File: src/sv/pid_heading_with_drift_trim_macros.svh
// Assertion helpers shared by the heading controller files.
`ifndef PID_HEADING_WITH_DRIFT_TRIM_MACROS_SVH
`define PID_HEADING_WITH_DRIFT_TRIM_MACROS_SVH

// Consequent checked in the same cycle as the antecedent.
`define PDT_ASSERT_SAME(lbl, clk, rst_n, ante, cons, msg) \
    lbl: assert property (@(posedge clk) disable iff (!rst_n) (ante) |-> (cons)) \
        else $error(msg);

// Consequent checked in the cycle after the antecedent.
`define PDT_ASSERT_NEXT(lbl, clk, rst_n, ante, cons, msg) \
    lbl: assert property (@(posedge clk) disable iff (!rst_n) (ante) |=> (cons)) \
        else $error(msg);

`endif

File: src/sv/pdt_pkg.sv
`timescale 1ns / 1ps

package pdt_pkg;

    localparam int DEF_GAIN_FRAC_BITS = 8;
    localparam int DEF_SUM_WIDTH      = 40;

    localparam int ANGLE_W    = 16;
    localparam int TIME_W     = 32;
    localparam int ERR_W      = 32;
    localparam int DERIV_W    = ERR_W + 1;
    localparam int GAIN_W     = 16;
    localparam int MAXP_W     = 7;
    localparam int PERIOD_W   = 16;
    localparam int DRIVE_W    = 8;
    localparam int CFG_IDX_W  = 3;
    localparam int CFG_DATA_W = 16;

    // Configuration register indexes.
    localparam logic [CFG_IDX_W-1:0] REG_MAX_POWER    = 3'd0;
    localparam logic [CFG_IDX_W-1:0] REG_TARGET_ANGLE = 3'd1;
    localparam logic [CFG_IDX_W-1:0] REG_GAIN_P       = 3'd2;
    localparam logic [CFG_IDX_W-1:0] REG_GAIN_I       = 3'd3;
    localparam logic [CFG_IDX_W-1:0] REG_GAIN_D       = 3'd4;
    localparam logic [CFG_IDX_W-1:0] REG_TRIM_PERIOD  = 3'd5;

    // Register values after reset.
    localparam logic [MAXP_W-1:0]          RST_MAX_POWER    = 7'd127;
    localparam logic signed [ANGLE_W-1:0]  RST_TARGET_ANGLE = 16'sd0;
    localparam logic signed [GAIN_W-1:0]   RST_GAIN_P       = 16'sd256;
    localparam logic signed [GAIN_W-1:0]   RST_GAIN_I       = 16'sd0;
    localparam logic signed [GAIN_W-1:0]   RST_GAIN_D       = 16'sd0;
    localparam logic [PERIOD_W-1:0]        RST_TRIM_PERIOD  = 16'd1500;

    typedef struct packed {
        logic [MAXP_W-1:0]         max_power;
        logic signed [ANGLE_W-1:0] target_angle;
        logic signed [GAIN_W-1:0]  gain_p;
        logic signed [GAIN_W-1:0]  gain_i;
        logic signed [GAIN_W-1:0]  gain_d;
        logic [PERIOD_W-1:0]       trim_period_ms;
    } t_cfg;

    // Load strobes for the two register levels of the output stage.
    typedef struct packed {
        logic load_acc;
        logic load_out;
    } t_post_ctl;

endpackage

File: src/sv/pdt_post.sv
`timescale 1ns / 1ps

module pdt_post import pdt_pkg::*; #(
    parameter int SUM_WIDTH      = DEF_SUM_WIDTH,
    parameter int GAIN_FRAC_BITS = DEF_GAIN_FRAC_BITS
) (
    input  logic                                 i_clk,
    input  t_post_ctl                            i_ctl,
    input  logic signed [GAIN_W+ERR_W-1:0]       i_prod_p,
    input  logic signed [GAIN_W+DERIV_W-1:0]     i_prod_d,
    input  logic signed [GAIN_W+SUM_WIDTH/2:0]   i_prod_il,
    input  logic signed [GAIN_W+SUM_WIDTH-SUM_WIDTH/2-1:0] i_prod_ih,
    input  logic [MAXP_W-1:0]                    i_max_power,
    output logic signed [DRIVE_W-1:0]            o_drive,
    output logic                                 o_clamped
);

    localparam int LO_W  = SUM_WIDTH / 2;
    localparam int HI_W  = SUM_WIDTH - LO_W;
    localparam int ACC_W = (SUM_WIDTH + 18 > 52) ? SUM_WIDTH + 18 : 52;
    localparam int P_W   = GAIN_W + ERR_W;
    localparam int D_W   = GAIN_W + DERIV_W;
    localparam int IL_W  = GAIN_W + LO_W + 1;
    localparam int IH_W  = GAIN_W + HI_W;
    localparam logic signed [ACC_W-1:0] BIAS =
        (ACC_W'(1) << GAIN_FRAC_BITS) - ACC_W'(1);

    logic signed [ACC_W-1:0]   r_acc;
    logic signed [DRIVE_W-1:0] r_drive;
    logic                      r_clamped;

    logic signed [ACC_W-1:0]   w_ih_ext;
    logic signed [ACC_W-1:0]   w_biased;
    logic signed [ACC_W-1:0]   w_raw;
    logic signed [ACC_W-1:0]   w_lim;
    logic signed [ACC_W-1:0]   w_nlim;
    logic signed [DRIVE_W-1:0] w_lim_d;
    logic signed [DRIVE_W-1:0] w_drive;
    logic                      w_clamped;

    assign w_ih_ext = {{(ACC_W-IH_W){i_prod_ih[IH_W-1]}}, i_prod_ih};

    always_ff @(posedge i_clk) begin
        if (i_ctl.load_acc) begin
            r_acc <= {{(ACC_W-P_W){i_prod_p[P_W-1]}}, i_prod_p}
                   + {{(ACC_W-D_W){i_prod_d[D_W-1]}}, i_prod_d}
                   + {{(ACC_W-IL_W){i_prod_il[IL_W-1]}}, i_prod_il}
                   + (w_ih_ext <<< LO_W);
        end
    end

    always_comb begin
        // Division by a power of two, rounded toward zero.
        w_biased  = r_acc + (r_acc[ACC_W-1] ? BIAS : '0);
        w_raw     = w_biased >>> GAIN_FRAC_BITS;
        w_lim     = {{(ACC_W-MAXP_W){1'b0}}, i_max_power};
        w_nlim    = -w_lim;
        w_lim_d   = {{(DRIVE_W-MAXP_W){1'b0}}, i_max_power};
        w_clamped = 1'b1;
        if (w_raw > w_lim) begin
            w_drive = w_lim_d;
        end else if (w_raw < w_nlim) begin
            w_drive = -w_lim_d;
        end else begin
            w_drive   = w_raw[DRIVE_W-1:0];
            w_clamped = 1'b0;
        end
    end

    always_ff @(posedge i_clk) begin
        if (i_ctl.load_out) begin
            r_drive   <= w_drive;
            r_clamped <= w_clamped;
        end
    end

    assign o_drive   = r_drive;
    assign o_clamped = r_clamped;

endmodule

File: config.mk
export PLATFORM = sky130hd
export DESIGN_NAME = pdt_post
export DESIGN_NICKNAME = d
export VERILOG_FILES = /design/src/sv/pid_heading_with_drift_trim_macros.svh /design/src/sv/pdt_pkg.sv /design/src/sv/pdt_post.sv
export SDC_FILE = /design/constraint.sdc
export NUM_CORES = 1
export LEC_CHECK = 0
export ABC_AREA = 0
export BUFFER_PORTS_ARGS = -buffer_cell sky130_fd_sc_hd__buf_2
export CAP_MARGIN = 40
export CORE_MARGIN = 2
export CORE_UTILIZATION = 63
export CTS_CLUSTER_DIAMETER = 40
export DETAILED_ROUTE_END_ITERATION = 6
export PLACE_DENSITY = 0.87
export SYNTH_ARGS = -nofsm -noshare
export SYNTH_HDL_FRONTEND = slang
export SYNTH_SLANG_ARGS = --single-unit
export TNS_END_PERCENT = 30
File: constraint.sdc
create_clock -name i_clk -period 13.6 [get_ports i_clk]
set_input_delay 0 -clock i_clk [delete_from_list [all_inputs] [get_ports i_clk]]
set_output_delay 0 -clock i_clk [all_outputs]
set_load 0.01 [all_outputs]
==> summary.md, run 1 <==
| Metric | Value |
|---|---|
| Outcome | complete, no violations |
| Slew headroom | 0.457 |
| Clock Tree Root | clkbuf_16 |
| Starting Density | 0.636 |
| Area leader, netlist | edfxtp_1 |
| Fraction of layout cells with a size suffix above 1 | 0.180 |
| Maximum Capacitance Violations | 0 |
| Via count | 8495 |
| Clock share of power | 0.155 |
| Endpoints failing setup | 0 |
| Global-route wire length before repair | 37.9 mm |
| Clock Skew | around 12 ps |
| IO Pins | 189 |
| # DRC | 0 |
| Register area | 1980 sq um |
| Unrepaired setup endpoints after global routing | false |
| VDD IR max | roughly 0.085 mV |
| Iter 0 DRT Violations | between 600 and 700 |
| Top FF cell, synth | edfxtp_1 |
| Area share of the largest cell type after synthesis | 0.198 |
| Placed inst area | 11200 sq um |
| Crit. End Element | register |
| Worst-Skew Late Latency | 340 ps |
| Fin crit share | 0.419 |
| EDFF count, synth | 66 |
| Hold Vio Cnt, Final | 0 |
| YS warnings | 0 |
| Largest net degree at the start of global routing | 58 |
| Cell Pwr Density | 162 nW/um^2 |
| Util after Layout | 0.734 |
| Post-DRT Antenna Nets | 0 |
| Most frequent cell after synthesis | ha_1 |
| TritonCTS clock tree | done |
| Post-Place Cells | roughly 1400 |
| GRT Overall Usage | 0.277 |
| Syn Std Cell Area | ~10000 sq um |
| Net Switching | 0.819 mW |
| Finished Layout Cells | 1441 |
| FF+latch count, synth | 66 |
| Multi-input gate area | 7800 sq um |
| Post-Syn Instances | 1027 |
| Worst-path maximum fanout | 14 |
| Worst hold slack | 21.9 ps |
| Std cell rows | 46 |
| Mapped Avg Cell Area | 9.73 sq um |
| Startpoint Class | register |
| Switching Fraction | 0.439 |
| Total congestion overflow | 0 |
| Total clock sinks | 66 |
| Lkg Pwr | ~5.3 nW |
| Syn nets | between 1000 and 1500 |
| Final #Nets | 1629 |
| Ys async rst share | 0 |
| CTS max path bufs | 2 |
| Post-cts resize count | 0 |
| Hold Path Class | in2reg |
| Netlist cell types | between 60 and 70 |
| Overall power | ~1.9 mW |
| Sequential cell fraction of total power | 0.245 |
| Clock H-tree levels | 3 |
| Fmax | between 0.15 and 0.2 GHz |
| Die area | 16900 sq um |
| Routed wire length | between 20 and 25 mm |
| Worst EP required | about 14000 ps |
| 1st-pass router iterations | 6 |
| Pint | 1.05 mW |
| Finished Cell Area | 11500 sq um |
| Number of buffers added on ports | 188 |
| Setup TNS | 0 ps |
| Pre-CTS setup slack | 7970 ps |
| Via density | 5.90 |
| Seq/Total Area, Yosys | 0.198 |
| CP arrival | 5780 ps |
| Hold-fix buffers at CTS | 0 |
| Post-CTS Setup Inserts | 0 |
| CTS buffer count | 9 |
| Vias in the first global route | just over 8000 |
| # diodes | 0 |
| Largest cells by area after synthesis | edfxtp_1 (20%), ha_1 (18%), fa_1 (17%), xnor2_1 (5.3%), a21oi_1 (4.6%) |
| DP Wirelength | 18.5 mm |
| Layout area overhead | 15.5% |
| Core area | 15700 sq um |
| Fillcell total | around 1200 |
| Drt wl/cell | around 16 um |
| CP Class | reg2reg |
| Worst Tran Pin Value | 808 ps |
| Commonest cells in the netlist | ha_1 (143), a21oi_1 (91), fa_1 (86) |
| Die Span X | 130 um |
| Combinational Power Share | 0.600 |
| Chip Height | 130 um |
| Final Worst Setup Slack | about 8000 ps |
| Clk slew on worst S/H paths | 60 ps |
| Initial antenna violation count | 0 |
| Gpl congestion | 0.987 |
| Minimum clock period after layout | between 5000 and 6000 ps |
| Slew Viols, Final | 0 |
## registers in the layout, summed over array words and instances, names as in the netlist
name and cells:
o_clamped 1, o_drive 8, r_acc 57
## worst paths after layout
path / slack (ps) / cells past startpoint / startpoint / to
setup / recovery: 7900 / 20 / r_acc[56]$_DFFE_PP_ / o_drive[4]$_DFFE_PP_
hold / removal: 20 / 1 / i_ctl[0] / o_drive[1]$_DFFE_PP_
setup reg to reg: 7900 / 20 / r_acc[56]$_DFFE_PP_ / o_drive[4]$_DFFE_PP_
hold reg to reg: 870 / 2 / r_acc[8]$_DFFE_PP_ / o_drive[0]$_DFFE_PP_
## cell families (layout without fill, tap and decap cells)
kind of cell / after synthesis / in the layout / share of synthesized area
xor+xnor: 102 / 102 / 0.0894
compound gates: 265 / 265 / 0.170
simple gates: 303 / 303 / 0.159
fa+ha+maj: 229 / 229 / 0.351
buf+inv: 52 / 250 / 0.0210
flops: 66 / 66 / 0.198
mux: 10 / 10 / 0.0106
## cell type report
cell class | count | area share
Clock buffer | 10 | 0.0198
Clock inverter | 6 | 0.0119
Inverter | 44 | 0.0143
Multi-Input combinational cell | 909 | 0.676
Sequential cell | 66 | 0.172
Tap cell | 216 | 0.0234
Timing Repair Buffer | 190 | 0.0828
## routing by layer
layer,global-route usage,vias to the layer above,wire (um)
met5,0,-,0
li1,-,4198,-
met4,0.0658,0,450
met3,0.0312,42,1370
met2,0.471,318,10800
met1,0.382,3937,10100
## placed cells by master, fill, tap and decap left out, types with 41 or more instances in the layout
cell type / synthesis / layout
buf_2: 0 / 188
ha_1: 143 / 143
a21oi_1: 91 / 91
fa_1: 86 / 86
nand2_1: 67 / 67
edfxtp_1: 66 / 66
nor2_1: 62 / 62
xnor2_1: 61 / 61
o21ai_0: 49 / 49
a21o_1: 44 / 44
inv_1: 44 / 44
xor2_1: 41 / 41
## critical path, cell delays in order (launching register included)
cell and delay (ps):
edfxtp_1 600, ha_1 380, a31oi_1 100, o2111a_1 270, or2_0 410, nor4_4 580, and3_1 420, nand2b_4 110
o21ai_4 230, inv_1 240, ha_1 380, a21o_1 160, a2111o_1 420, a211oi_1 220, a221oi_1 110, a21oi_1 110
o21ai_1 70, buf_4 190, nand2_1 70, o21ai_0 80, mux2_4 270
## power groups by stage
| stage | Sequential [mW] | Combinational, mW | Clock [mW] |
|---|---|---|---|
| 6_report | 0.457 | 1.12 | 0.289 |
| 3_5_place_dp | 0.458 | 1.09 | 0 |
| 5_1_grt | 0.471 | 1.26 | 0.297 |
| 4_1_cts | 0.454 | 1.11 | 0.289 |
| 3_3_place_gp | 0.453 | 1.06 | 0 |
| 2_1_floorplan | 0.437 | 0.838 | 0 |
(Power assumes the default switching activity.)
==> run 2: changes to the inputs <==
Settings changed: ABC_AREA 0 to 1, CORE_UTILIZATION 63 to 60, PLACE_DENSITY 0.87 to 0.82.
Clock period 13.6 ns to 5.6 ns, I/O delays scaled along.
==> summary.md, run 2 <==
| Metric | Value |
|---|---|
| Outcome | complete, no violations |
| Mapped Avg Cell Area | 7.10 sq um (-27%) |
| Largest net degree at the start of global routing | 58 (unchanged) |
| EDFF count, synth | 66 (unchanged) |
| Most crowded layer after global routing | met2 |
| Worst path max stage delay | 620 ps (+20 ps) |
| Total congestion overflow | 0 (unchanged) |
| Crit. End Element | register |
| Most common cell after layout, fill and taps aside | nand2_1 |
| Syn Std Cell Area | 12000 sq um (+20%) |
| Fin crit share | 0.829 (+0.410) |
| Netlist cell types | 43 (-38%) |
| Met3 usage | 0.0257 (-0.00545) |
| IO Pins | 189 (unchanged) |
| Total clock sinks | 66 (unchanged) |
| GRT Overall Usage | 0.335 (+0.0586) |
| Via count | 12400 (+46%) |
| Net Switching | 2.87 mW (+250%) |
| Clk slew on worst S/H paths | 70 ps (about the same) |
| Post-DRT Antenna Nets | 0 (unchanged) |
| Largest cells by area after synthesis | edfxtp_1 (16%), ha_1 (15%), fa_1 (14%), nand2_1 (13%), inv_1 (7.5%) |
| Fillcell total | 1731 (+48%) |
| Gpl congestion | 1.01 (+2.8%) |
| Startpoint Class | register |
| Std cell rows | 51 (+11%) |
| Worst hold slack | 10.8 ps (-11.1 ps) |
| Top FF cell, synth | edfxtp_1 |
| Clock H-tree levels | 3 (unchanged) |
| Worst-Skew Late Latency | 340 ps (about the same) |
| 1st-pass router iterations | 6 (unchanged) |
| Hold-fix buffers at CTS | 0 (unchanged) |
| Met2 Use GR | 0.596 (+0.126) |
| Setup TNS | 0 ps (unchanged) |
| Core area | 19600 sq um (+25%) |
| YS warnings | 0 (unchanged) |
| Post-CTS Setup Inserts | 0 (unchanged) |
| CP Class | reg2reg |
| FF+latch count, synth | 66 (unchanged) |
| Area share of the largest cell type after synthesis | 0.165 (-0.0336) |
| Clock share of power | 0.120 (-0.035) |
| Clock Tree Root | clkbuf_16 |
| Final Worst Setup Slack | 956 ps (-6940 ps) |
| Clock Skew | 12.8 ps (+0.749 ps) |
| Hold Vio Cnt, Final | 0 (unchanged) |
| Worst path most repeated cell | nand2_1 |
| Starting Density | 0.614 (-0.0220) |
| Chip Height | 146 um (+12%) |
| Area leader, netlist | edfxtp_1 |
| Final #Nets | 2302 (+41%) |
| Drt wl/cell | 16.6 um (+5.9%) |
| Fraction of layout cells with a size suffix above 1 | 0.150 (-0.0308) |
| Lkg Pwr | 6.87 nW (+28%) |
| Switching Fraction | 0.527 (+0.0882) |
| Vias in the first global route | 12100 (+46%) |
| Die Span X | 146 um (+12%) |
| Global-route wire length before repair | 57.6 mm (+52%) |
| Worst EP required | 5690 ps (-7990 ps) |
| Via density | 5.73 (-2.8%) |
| VDD IR max | 0.167 mV (+97%) |
| Finished Layout Cells | 2163 (+50%) |
| Pint | 2.57 mW (+150%) |
| Iter 0 DRT Violations | 1000 (+61%) |
| Max FFs per register | 57 (unchanged) |
| Seq/Total Area, Yosys | 0.165 (-0.0336) |
| Fmax | 0.215 GHz (+23%) |
| Routed wire length | 36.0 mm (+59%) |
| Most frequent cell after synthesis | nand2_1 |
| Unrepaired setup endpoints after global routing | false |
| DP Wirelength | 31.3 mm (+70%) |
| CTS max path bufs | 2 (unchanged) |
| CP arrival | 4730 ps (-1050 ps) |
| Minimum clock period after layout | 4640 ps (-1060 ps) |
| # DRC | 0 (unchanged) |
| CP delay by family, top | simple AND/OR/NAND/NOR gates |
| Die area | 21200 sq um (+26%) |
| Worst Tran Pin Value | 702 ps (-105 ps) |
| Most frequent cells in the layout | nand2_1 (426), inv_1 (241), buf_2 (189) |
| Slew headroom | 0.532 (+0.0743) |
| Hold Path Class | in2reg |
| Worst-path maximum fanout | 12 (-2) |
| Cell Pwr Density | 399 nW/um^2 (+150%) |
| Ys async rst share | 0 (unchanged) |
| # diodes | 0 (unchanged) |
| Initial antenna violation count | 0 (unchanged) |
| Post-cts resize count | 0 (unchanged) |
| Combinational Power Share | 0.672 (+0.072) |
| CP max stage cell | edfxtp_1 |
| Met1 usage | 0.421 (+0.0385) |
| Number of buffer and inverter stages on the critical path | 6 (+4) |
| Syn nets | 2102 (+46%) |
| Layout area overhead | 13.5% |
| Slew Viols, Final | 0 (unchanged) |
| Post-Place Cells | 2147 (+51%) |
| Sequential cell fraction of total power | 0.208 (-0.037) |
| Pre-CTS setup slack | 1070 ps (-6910 ps) |
| Commonest cells in the netlist | nand2_1 (426), inv_1 (241), nor2_1 (181) |
| Endpoints failing setup | 0 (unchanged) |
| Post-Syn Instances | 1693 (+65%) |
| Reg with most FFs | r_acc |
| Number of buffers added on ports | 188 (unchanged) |
| TritonCTS clock tree | done |
| CTS buffer count | 9 (unchanged) |
| Maximum Capacitance Violations | 0 (unchanged) |
[run 2: changes by cell type after synthesis, moves of 21 or more]
cell	before	now
nand2_2	0	24
nor2_1	62	181
nor2_2	0	21
nand2_1	67	426
nand3_1	40	114
xnor2_1	61	24
inv_1	44	241
a21o_1	44	11
[run 2: metal layers]
metal / share of wire / up-vias
met3: 0.061 / 111
li1: - / 5996
met2: 0.49 / 572
met1: 0.41 / 5711
met5: 0 / -
met4: 0.043 / 0
[run 2: area by class of cell]
type / instances / area (sq um) / area share
well taps: 265 / 332 / 0.0243
repair buffers: 192 / 968 / 0.0710
inverters: 253 / 950 / 0.0696
clock inverters: 7 / 118 / 0.00862
clock buffers: 9 / 225 / 0.0165
multi-input cells: 1371 / 9070 / 0.665
flip-flops and latches: 66 / 1980 / 0.145
[run 2: cells by family after synthesis]
logic type	after synthesis	share of synthesized area
compound gates	216	0.102
xor+xnor	54	0.0393
fa+ha+maj	229	0.292
buf+inv	256	0.0811
flops	66	0.165
simple gates	872	0.321
[run 2: power groups by stage]
stage	clock network, mW	registers [mW]	logic, mW
finish	0.653	1.13	3.66
CTS	0.657	1.12	3.59
detailed placement	0	1.13	3.56
floorplan	0	1.05	2.60
global route	0.674	1.16	4.09
global placement	0	1.13	3.48
[run 2: through the flow]
stage	util	total power, mW	area, sq um
after CTS	0.697	5.37	13600
final	0.697	5.45	13600
after detailed placement	0.679	4.69	13300
after global placement	0.679	4.61	13300
after global routing	0.697	5.93	13600
after floorplan	-	3.66	12000
[run 2: worst paths after layout]
kind / depth (start not counted) / startpoint / endpoint / slack, ps
worst max-delay path: 27 / r_acc[56]$_DFFE_PP_ / o_drive[6]$_DFFE_PP_ / 960
worst min-delay path: 1 / i_ctl[0] / o_drive[3]$_DFFE_PP_ / 10
worst max register to register: 27 / r_acc[56]$_DFFE_PP_ / o_drive[6]$_DFFE_PP_ / 960
worst min register to register: 7 / r_acc[15]$_DFFE_PP_ / o_drive[7]$_SDFFCE_PP0P_ / 1050
==> run 3: changes to the inputs <==
Settings changed: ABC_AREA 1 to 0, CORE_UTILIZATION 60 to 58, PLACE_DENSITY 0.82 to 0.81.
Clock period 5.6 ns to 4.74 ns, I/O delays scaled along.
==> summary.md, run 3 (synthesized netlist as in run 1, its figures left out) <==
| Metric | Value |
|---|---|
| Core area | 16700 sq um (-15%) |
| # DRC | 0 (unchanged) |
| Worst-Skew Late Latency | 340 ps (about the same) |
| CTS buffer count | 9 (unchanged) |
| Fin crit share | 0.999 (+0.169) |
| Crit. End Element | register |
| Number of buffers added on ports | 188 (unchanged) |
| Drt wl/cell | 16.0 um (-3.6%) |
| Total congestion overflow | 0 (unchanged) |
| Outcome | complete, no violations |
| Startpoint Class | register |
| WP depth | 23 (-15%) |
| Worst path max stage delay | 500 ps (-120 ps) |
| Routed wire length | 24.0 mm (-33%) |
| Die area | 18300 sq um (-14%) |
| Hold Path Depth | 1 (unchanged) |
| CP Class | reg2reg |
| DP Wirelength | 19.4 mm (-38%) |
| Vias in the first global route | 8473 (-30%) |
| Clock Skew | 4.66 ps (-8.10 ps) |
| Crit. Startpoint | r_acc[56]$_DFFE_PP_ |
| Worst path most repeated cell | nand2_1 |
| Finished Cell Area | 12100 sq um (-11%) |
| Worst-path maximum fanout | 6 (-6) |
| Unrepaired setup endpoints after global routing | true |
| VDD IR max | 0.238 mV (+42%) |
| Worst Tran Pin Value | 696 ps (-6.12 ps) |
| Starting Density | 0.598 (-0.0156) |
| Reg with most FFs | r_acc |
| Via count | 8753 (-29%) |
| Max FFs per register | 57 (unchanged) |
| Die Span X | 135 um (-7.1%) |
| RR Endpoint | o_drive[4]$_DFFE_PP_ |
| Iter 0 DRT Violations | 523 (-48%) |
| Clock Tree Root | clkbuf_16 |
| Layout area overhead | 21.0% |
| Chip Height | 135 um (-7.1%) |
| Std cell rows | 47 (-7.8%) |
| Gpl congestion | 0.937 (-7.7%) |
| Minimum clock period after layout | 4730 ps (+89.8 ps) |
| Flop-to-flop setup slack | 6 ps (-950 ps) |
| Slew Viols, Final | 0 (unchanged) |
| Pre-CTS setup slack | -64.2 ps (-1130 ps) |
| Worst r2r path cells | 23 (-15%) |
| Slew headroom | 0.524 (-0.00792) |
| Clock H-tree levels | 3 (unchanged) |
| Crit path to | o_drive[4]$_DFFE_PP_ |
| Endpoints failing setup | 0 (unchanged) |
| Global-route wire length before repair | 38.6 mm (-33%) |
| IO Pins | 189 (unchanged) |
| TritonCTS clock tree | done |
| Cell Pwr Density | 465 nW/um^2 (+17%) |
| Most common cell after layout, fill and taps aside | buf_2 |
| CP arrival | 4820 ps (+90 ps) |
| 1st-pass router iterations | 5 (-1) |
| GRT Overall Usage | 0.260 (-0.0755) |
| Placed inst area | 11500 sq um (-14%) |
| FF-to-FF Start | r_acc[56]$_DFFE_PP_ |
| Hold Path Class | in2reg |
| Maximum Capacitance Violations | 0 (unchanged) |
| Total clock sinks | 66 (unchanged) |
| CP max stage cell | edfxtp_1 |
| Number of buffer and inverter stages on the critical path | 4 (-2) |
| Fmax | 0.211 GHz (-1.9%) |
| Cell breakdown of the critical path | buf_6 > ha_4 > nand2_1 > o2111a_1 > or2_1 > buf_4 > nor4_4 > and3_4 > nand2b_4 > o21ai_4 > inv_2 > ha_1 > buf_4 > a21o_1 > a21oi_2 > nand2_1 > a211oi_2 > a221oi_2 > a21oi_2 > o21ai_4 > nand2_1 > o21ai_0 > mux2_4 |
| CP delay by family, top | compound AO/OA/AOI/OAI gates |
| Post-DRT Antenna Nets | 0 (unchanged) |
| CTS max path bufs | 2 (unchanged) |
| Final #Nets | 1680 (-27%) |
| Via density | 5.85 (+2.1%) |
| Hold Vio Cnt, Final | 0 (unchanged) |
| # diodes | 0 (unchanged) |
| Most frequent cells in the layout | buf_2 (188), ha_1 (138), fa_1 (86) |
| Initial antenna violation count | 0 (unchanged) |
| Worst EP required | 4830 ps (-860 ps) |
| Final Worst Setup Slack | 6.40 ps (-950 ps) |
| Clk slew on worst S/H paths | 60 ps (about the same) |
| Lkg Pwr | 5.60 nW (-18%) |
| Fraction of layout cells with a size suffix above 1 | 0.240 (+0.0902) |
| Largest net degree at the start of global routing | 58 (unchanged) |
| Hold Crit Start | i_ctl[0] |
run 3: cell count changes in the layout (fill, tap and decap cells not counted), moves of 14 or more:
cell,change
nand2_2,-23
nor3_1,-19
and2_1,+14
nor2_1,-122
xnor2_1,+35
inv_1,-198
nor2_2,-18
a21o_1,+33
buf_4,+47
nand3_1,-75
nand2_1,-360
a21oi_1,-15
run 3: through the flow:
step            util  instances  setup TNS, ps  hold WS (ps)  power (mW)
3_3_place_gp   0.688       1471              0           367        4.56
4_1_cts        0.707       1488              0          17.9        5.34
5_1_grt        0.724       1496           -814          27.2        6.10
3_5_place_dp   0.688       1471           -304           368        4.63
2_1_floorplan      -       1027              0           112        3.66
6_report       0.724       1496              0          16.7        5.63
run 3: how the worst min path moves through the flow:
stage | to | slack (ps)
5_1_grt | o_drive[6]$_DFFE_PP_ | 30
4_1_cts | o_drive[6]$_DFFE_PP_ | 20
6_report | o_drive[6]$_DFFE_PP_ | 20
3_3_place_gp | o_drive[6]$_DFFE_PP_ | 370
2_1_floorplan | o_clamped$_SDFFCE_PP1P_ | 110
3_5_place_dp | o_drive[6]$_DFFE_PP_ | 370
run 3: worst register-to-register path, delay by kind of cell, from the launching register on:
kind	cells	cell delay (ps)
fa+ha+maj	2	580
buf+inv	4	540
mux	1	270
flops	1	500
simple gates	7	1160
compound gates	9	1410
run 3: timing repair:
| action | CTS | global route |
|---|---|---|
| resized for setup | 3 | 46 |
| setup endpoints to repair | 6 | 9 |
| pin swaps | 1 | 22 |
| hold buffers | 0 | 0 |
| buffers inserted | 1 | 8 |
| endpoints found under the hold margin | 0 | 0 |
run 3: final cells by class:
type,instances,area [sq um]
Tap cell,220,275
Clock buffer,9,225
Sequential cell,66,1980
Multi-Input combinational cell,909,8020
Clock inverter,7,70.1
Inverter,44,165
Fill cell,1250,4610
Timing Repair Buffer,241,1350
run 3: metal layers:
metal / share of wire / track usage / vias to the layer above
li1: - / - / 4298
met4: 0.027 / 0.0845 / 0
met3: 0.057 / 0.0262 / 47
met5: 0 / 0 / -
met2: 0.48 / 0.436 / 301
met1: 0.44 / 0.356 / 4107
run 3: power by group:
part	switching (mW)	internal, mW
clock	0.254	0.404
sequential	0.282	1.04
combinational	1.96	1.68
